<file path="src/design/pvdw_pkg.sv">
`default_nettype none
package pvdw_pkg;

    localparam logic [20:0] DRAG_K_Q32 = 21'd1210107;
    localparam int          GRAVITY_PX = 9800;

    typedef enum logic [1:0] {
        ALU_MUL,
        ALU_DIV,
        ALU_SQRT
    } t_alu_op;

    typedef struct packed {
        logic    start;
        t_alu_op op;
    } t_alu_ctl;

    typedef enum logic [2:0] {
        CFG_RADIUS,
        CFG_MASS,
        CFG_WIDTH,
        CFG_HEIGHT,
        CFG_START_X,
        CFG_START_Y,
        CFG_START_VX,
        CFG_START_VY
    } t_cfg_idx;

    typedef enum logic [2:0] {
        HIT_NONE,
        HIT_TOP,
        HIT_RIGHT,
        HIT_BOTTOM,
        HIT_LEFT
    } t_hit;

endpackage
`default_nettype wire

</file>
<file path="src/design/pvdw_alu.sv">
`default_nettype none
module pvdw_alu (
    input  wire logic             i_clk,
    input  wire logic             i_rst_n,
    input  wire pvdw_pkg::t_alu_ctl i_ctl,
    input  wire logic [63:0]      i_a,
    input  wire logic [31:0]      i_b,
    output logic                  o_done,
    output logic [95:0]           o_res
);
    import pvdw_pkg::*;

    logic        r_busy;
    logic        r_done;
    t_alu_op     r_op;
    logic [6:0]  r_cnt;
    logic [95:0] r_acc;
    logic [95:0] r_mc;
    logic [63:0] r_y;
    logic [63:0] r_q;
    logic [34:0] r_rem;
    logic [15:0] r_dv;

    logic [16:0] n_dtry;
    logic        n_dge;
    logic [34:0] n_stry;
    logic [34:0] n_strial;
    logic        n_sge;

    always_comb begin
        n_dtry   = {r_rem[15:0], r_y[63]};
        n_dge    = (n_dtry >= {1'b0, r_dv});
        n_stry   = {r_rem[32:0], r_y[63:62]};
        n_strial = {1'b0, r_q[31:0], 2'b01};
        n_sge    = (n_stry >= n_strial);
    end

    always_ff @(posedge i_clk) begin
        if (!i_rst_n) begin
            r_busy <= 1'b0;
            r_done <= 1'b0;
        end else begin
            r_done <= 1'b0;
            if (i_ctl.start) begin
                r_busy <= 1'b1;
                r_op   <= i_ctl.op;
                r_acc  <= '0;
                r_mc   <= {32'b0, i_a};
                r_y    <= (i_ctl.op == ALU_MUL) ? {32'b0, i_b} : i_a;
                r_dv   <= i_b[15:0];
                r_q    <= '0;
                r_rem  <= '0;
                r_cnt  <= (i_ctl.op == ALU_DIV) ? 7'd64 : 7'd32;
            end else if (r_busy) begin
                unique case (r_op)
                    ALU_MUL: begin
                        if (r_y[0]) r_acc <= r_acc + r_mc;
                        r_mc <= r_mc << 1;
                        r_y  <= r_y >> 1;
                    end
                    ALU_DIV: begin
                        r_rem <= {18'b0, (n_dge ? (n_dtry - {1'b0, r_dv}) : n_dtry)};
                        r_q   <= {r_q[62:0], n_dge};
                        r_y   <= r_y << 1;
                    end
                    ALU_SQRT: begin
                        r_rem <= n_sge ? (n_stry - n_strial) : n_stry;
                        r_q   <= {r_q[62:0], n_sge};
                        r_y   <= r_y << 2;
                    end
                    default: begin
                        r_y <= r_y;
                    end
                endcase
                r_cnt <= r_cnt - 7'd1;
                if (r_cnt == 7'd1) begin
                    r_busy <= 1'b0;
                    r_done <= 1'b1;
                end
            end
        end
    end

    always_comb begin
        unique case (r_op)
            ALU_MUL:  o_res = r_acc;
            ALU_DIV:  o_res = {32'b0, r_q};
            ALU_SQRT: o_res = {64'b0, r_q[31:0]};
            default:  o_res = r_acc;
        endcase
    end

    assign o_done = r_done;

endmodule
`default_nettype wire

</file>
<file path="config.mk">
export PLATFORM = sky130hd
export DESIGN_NAME = pvdw_alu
export DESIGN_NICKNAME = d
export VERILOG_FILES = /design/src/design/pvdw_pkg.sv /design/src/design/pvdw_alu.sv
export SDC_FILE = /design/constraint.sdc
export NUM_CORES = 1
export LEC_CHECK = 0
export BUFFER_PORTS_ARGS = -buffer_cell sky130_fd_sc_hd__buf_2
export CAP_MARGIN = 30
export CORE_UTILIZATION = 55
export CTS_CLUSTER_SIZE = 40
export DETAILED_ROUTE_END_ITERATION = 6
export PLACE_DENSITY = 0.83
export SYNTH_ARGS = -nofsm -noshare
export SYNTH_HDL_FRONTEND = slang
export SYNTH_SLANG_ARGS = --single-unit
</file>
<file path="constraint.sdc">
create_clock -name i_clk -period 8.3 [get_ports i_clk]
set_input_delay 0.83 -clock i_clk [delete_from_list [all_inputs] [get_ports i_clk]]
set_output_delay 0.83 -clock i_clk [all_outputs]
set_load 0.02 [all_outputs]
</file>
# [Word level (Yosys, flattened, before mapping)]
# Index checks and enable logic that the tools add are counted.
[op_classes] n_mux=24 addsub=4 magnitude_cmp=2 bitwise=2 eq_ne=4 n_reduce_logical=14
[op_table] op="$mux 96" count=5
[op_table] op="$mux 64" count=5
[op_table] op="$pmux 64 s3" count=1
[op_table] op="$pmux 96 s2" count=1
[op_table] op="$pmux 64 s2" count=1
[op_table] op="$add 96x96->96" count=1
[op_table] op="$mux 33" count=2
[op_table] op="$pmux 33 s2" count=1
[op_table] op="$ge 35x34->1" count=1
[op_table] op="$sub 33x33->33" count=1
[op_table] op="$mux 7" count=3
[op_table] op="$ge 17x16->1" count=1
[op_table] op="$mux 17" count=1
[op_table] op="$sub 17x16->17" count=1
[op_table] op="$reduce_and 3->1" count=3
[op_table] op="$eq 7x1->1 const B" count=1
[op_table] op="$sub 7x1->7 const B" count=1
[op_table] op="$reduce_bool 2->1" count=3
[op_table] op="$eq 2x1->1 const B" count=2
[op_table] op="$logic_not 2->1" count=2
[op_table] op="$mux 1" count=4
[op_table] op="$reduce_and 2->1" count=2
[op_table] op="$reduce_and 4->1" count=1
[op_table] op="$reduce_bool 4->1" count=1
[op_table] op="4 further kinds" count=5
[word_totals] in_bits=101 out_inout_bits=97 ff_bits=380 word_cells=61

# [Logic depth before layout (Yosys ltp)]
[depth] depth_word=4 mapped_depth=14 ltp_nobuf=13

# [Worst setup path after synthesis]
# OpenSTA, ideal clock, no wires.
[synth_timing] path_type="input port to flip-flop" startpoint="input i_ctl[2] (netlist bit)" endpoint="register r_acc[0], enable pin" required_ps=7838 arrival_time_ps=8216 path_stages=5 setup_slack_ps=-378 n_path_buf=2 setup_ps=462 cell_sequence="clkbuf_1 > clkbuf_1 > a21oi_1 > nor2b_1 > o21a_1"
[synth_via] elab_chain_cells=2 elab_cells_between_ends=4 cone_classes="reduce/logical (4)"
[synth_lines] element="start, declared" line_no="pvdw_alu.sv:5" text="input wire pvdw_pkg::t_alu_ctl i_ctl,"
[synth_lines] element="$reduce_bool 2->1 (no line)"
[synth_lines] element="$reduce_and 4->1 (no line) *"
[synth_lines] element="end signal, assigned" line_no="pvdw_alu.sv:57" text="if (r_y[0]) r_acc <= r_acc + r_mc;"
[synth_lines] element="end, declared" line_no="pvdw_alu.sv:17" text="logic [95:0] r_acc;"
# Every way passes the cells marked *; elsewhere a longest branch is shown, timed or not.
# A chain may end at the register's enable or synchronous reset.

# [Final worst setup path]
[layout_timing] startpoint="register r_op[1]" endpoint="output o_res[16]"
[layout_via] elab_chain_cells=2 elab_cells_between_ends=3 cone_classes="eq/ne (2); mux (1)"
[layout_lines] element="start, declared" line_no="pvdw_alu.sv:15" text="t_alu_op r_op;"
[layout_lines] element="start signal, assigned" line_no="pvdw_alu.sv:46" text="r_op <= i_ctl.op;"
[layout_lines] element="$eq 2x2->1 or $eq 2x1->1 (tied branches)" line_no="pvdw_alu.sv:85" text="unique case (r_op)"
[layout_lines] element="$pmux 96 s2 *" line_no="pvdw_alu.sv:85"
[layout_lines] element="end, declared" line_no="pvdw_alu.sv:9" text="output logic [95:0] o_res"
# Marked as above.

==> results.toml <==
[cts]
cts_buffers = 43
tritoncts = "built"
htree_levels = 2
cts-resized-gates = 0
clk_latency_ns = 0.58
path_clk_slew_ns = 0.06
clock-root-buffer = "clkbuf_16"
cts_buffer_depth = 3
clock_sinks = 380
holdBufCountCts = 0
post_cts_buffers = 0

[power]
p_sw_mw = 1.82
vdd_drop_max_mv = 0.214
p_clk_share_pct = 34.3
pwr-share-seq_pct = 40.9
total_power_mw = 5.85
power_frac_comb_pct = 24.8
power_density_nw_per_um2 = 205
swShare_pct = 31.0
p_int_mw = 4.04
p_leak_nw = 11.3

[routing]
drt_iter0_markers = 2313
viasPerCell = 6.43
drc = 0
routed_wl_um = 72400
detail-route-antenna-nets = 0
vias = 21373
drt_pre_antenna_iters = 6
wl_per_cell_um = 21.8

[global_routing]
grt_pass1_wl_um = 113000
grt_max_degree = 95
grt.total_usage_pct = 30.1
grt_pass1_vias = 20526
gr-total-overflow = 0
antenna_found_initial = 0

[synth]
synth-edff-count = 378
synth_top_cell_by_area = "edfxtp_1"
seq_area_frac_synth_pct = 44.6
yosysWarnings = 0
ys_ff_latch = 380
synth_cell_types = 79
syn_area_per_cell_um2 = 9.90
synthesis.nets = 2835
synthCells = 2582
ys.flop_type = "edfxtp_1"
synth.cell_area_um2 = 25600
ys_async_sr_fraction_pct = 0
synthTopCellsByCount = "378 x edfxtp_1, 253 x nor2_1, 221 x nand2_1"
netlist_top_cells_area = "edfxtp_1 44%, ha_1 7.3%, nor2_1 3.7%"
yosysTopAreaCellShare_pct = 44.4
yosysMostFrequentCell = "edfxtp_1"

[timing]
fmax_mhz = 226
fin_skew_ns = 0.0276
setup_viol = 0
fin_tns_setup_ns = 0
post-route-period-util_pct = 53.4
finalHoldViolCount = 0
max_slew.worst_pin.slew_ns = 1.00
relSlewSlack_pct = 33.4
rsz0062_at_grt = "no"
slew_viol_final = 0
min_period_ns = 4.43

[floorplanning]
row_count = 78
fp.dieW_um = 218
start_util_pct = 56.1
core_area_um2 = 45600
ios = 198
dieArea_um2 = 47400
die_h_um = 218

[placement]
gp_congestion = 0.973
placed_area_um2 = 27000
port_buffers = 197
dpl.hpwl_um = 52700

[run]
cap_violations = 0

[min_path]
min_to = "r_dv[5]$_DFFE_PP_"
holdPathStages = 1
hold_path.class = "in2reg"
hold_path.startpoint = "i_b[5]"

[layout]
fin_util_pct = 62.6
final_cell_area_um2 = 28500
drive_gt1_share_pct = 14.2
syn_to_final_growth_pct = 11.6
final_nets = 2942
diodes = 0

[setup_path]
end_kind = "output port"
crit_fanout = 53
worst_setup_path_start_kind = "flop"
crit_type = "reg2out"
path_cells = "inv_1 -> ha_2 -> buf_16 -> clkinv_2 -> buf_4 -> a22o_1 -> buf_2"
r2r_cells = 12
critPathMaxStageDelay_ns = 0.68
reg2reg_to = "r_acc[82]$_SDFFCE_PP0P_"
timing.critical_path.slowest_stage_cell = "ha_2"
reg2reg_setup_slack_ns = 4.04
rr_startpoint = "r_acc[0]$_SDFFCE_PP0P_"
required_ns = 7.47
cp.arrival_ns = 3.60

[outcome]
outcome = "completed"
-- area by class of cell --
type / count / area [um2]
sequential: 380 / 11400
inverter: 121 / 455
tap: 600 / 751
clock inverter: 28 / 309
multi-input combinational: 1923 / 13200
timing repair buffer: 220 / 1300
fill: 3561 / 17000
clock buffer: 51 / 1150
-- stage by stage --
stage               worst slack (ns)  cells  hold slack [ns]
floorplan                       1.50   2582            0.455
global placement                4.07   3234            0.545
detailed placement              4.02   3241            0.557
CTS                             3.39   3320            0.446
global route                    3.72   3323            0.465
finish                          3.87   3323            0.469
-- flip-flops by register name, summed over array words and instances (netlist names) --
signal and flops:
o_done 1, r_acc 96, r_busy 1, r_cnt 7, r_dv 16, r_mc 96
r_op 2, r_q 64, r_rem 33, r_y 64
-- power groups by stage --
stage | Clock (mW) | Combinational, mW | Sequential, mW
after floorplan | 0 | 1.06 | 2.38
after CTS | 2.02 | 1.43 | 2.39
final | 2.01 | 1.45 | 2.39
after detailed placement | 0 | 1.42 | 2.43
after global placement | 0 | 1.37 | 2.43
after global routing | 2.08 | 1.59 | 2.40
-- worst max-delay path by stage --
| stage | start | to | slack [ns] | depth (start not counted) |
|---|---|---|---|---|
| floorplan | i_ctl[2] | r_acc[0]$_SDFFCE_PP0P_ | 1.50 | 5 |
| detailed placement | r_op[1]$_DFFE_PP_ | o_res[16] | 4.02 | 7 |
| CTS | r_op[1]$_DFFE_PP_ | o_res[28] | 3.39 | 7 |
| global route | r_op[0]$_DFFE_PP_ | o_res[28] | 3.72 | 8 |
| finish | r_op[1]$_DFFE_PP_ | o_res[16] | 3.87 | 7 |
| global placement | r_op[1]$_DFFE_PP_ | r_y[29]$_DFFE_PP_ | 4.07 | 7 |
-- kinds of logic (layout without fill, tap and decap cells) --
family / Yosys count / after routing / share of synthesized area, %
adders and majority gates: 152 / 152 / 7.50
DFF: 380 / 380 / 44.6
muxes: 93 / 93 / 3.97
AOI/OAI and AO/OA: 775 / 775 / 21.2
buffers and inverters: 279 / 420 / 4.25
xor gates and xnor gates: 120 / 120 / 4.11
and+or+nand+nor: 783 / 783 / 14.4
-- worst max-delay path: cells and delay by family, from the launching register on --
kind                       cells  cell delay (ns)
AOI/OAI and AO/OA              1             0.31
DFF                            1             0.36
buffers and inverters          5             1.58
adders and majority gates      1             0.68
-- layer usage --
layer / track usage [%] / vias up / routed length, um
li1: - / 9880 / -
met1: 40.6 / 10216 / 30000
met2: 48.5 / 1114 / 33500
met3: 4.11 / 163 / 5940
met4: 13.1 / 0 / 2980
met5: 0 / - / 0
-- placed cells by master, fill, tap and decap left out, drive strengths merged, types with 12 or more instances in the layout --
| master | netlist | layout |
|---|---|---|
| edfxtp | 378 | 378 |
| nor2 | 253 | 253 |
| nand2 | 221 | 221 |
| buf | 23 | 219 |
| a21oi | 186 | 186 |
| ha | 150 | 150 |
| nor2b | 123 | 123 |
| inv | 121 | 122 |
| o21ai | 116 | 116 |
| a22o | 86 | 86 |
| xnor2 | 83 | 83 |
| mux2 | 65 | 65 |
| a21o | 64 | 64 |
| nand4 | 52 | 52 |
| clkbuf | 135 | 52 |
| a221o | 48 | 48 |
| a211oi | 48 | 48 |
| o21bai | 37 | 37 |
| xor2 | 37 | 37 |
| nor3 | 36 | 36 |
| mux2i | 28 | 28 |
| a31oi | 25 | 25 |
| nand3 | 24 | 24 |
| a32o | 22 | 22 |
| o21a | 22 | 22 |
| clkinv | 0 | 18 |
| a221oi | 13 | 13 |
| o211ai | 13 | 13 |
| a21boi | 13 | 13 |
| and2 | 12 | 12 |
| o22ai | 12 | 12 |
(Power assumes the default switching activity.)
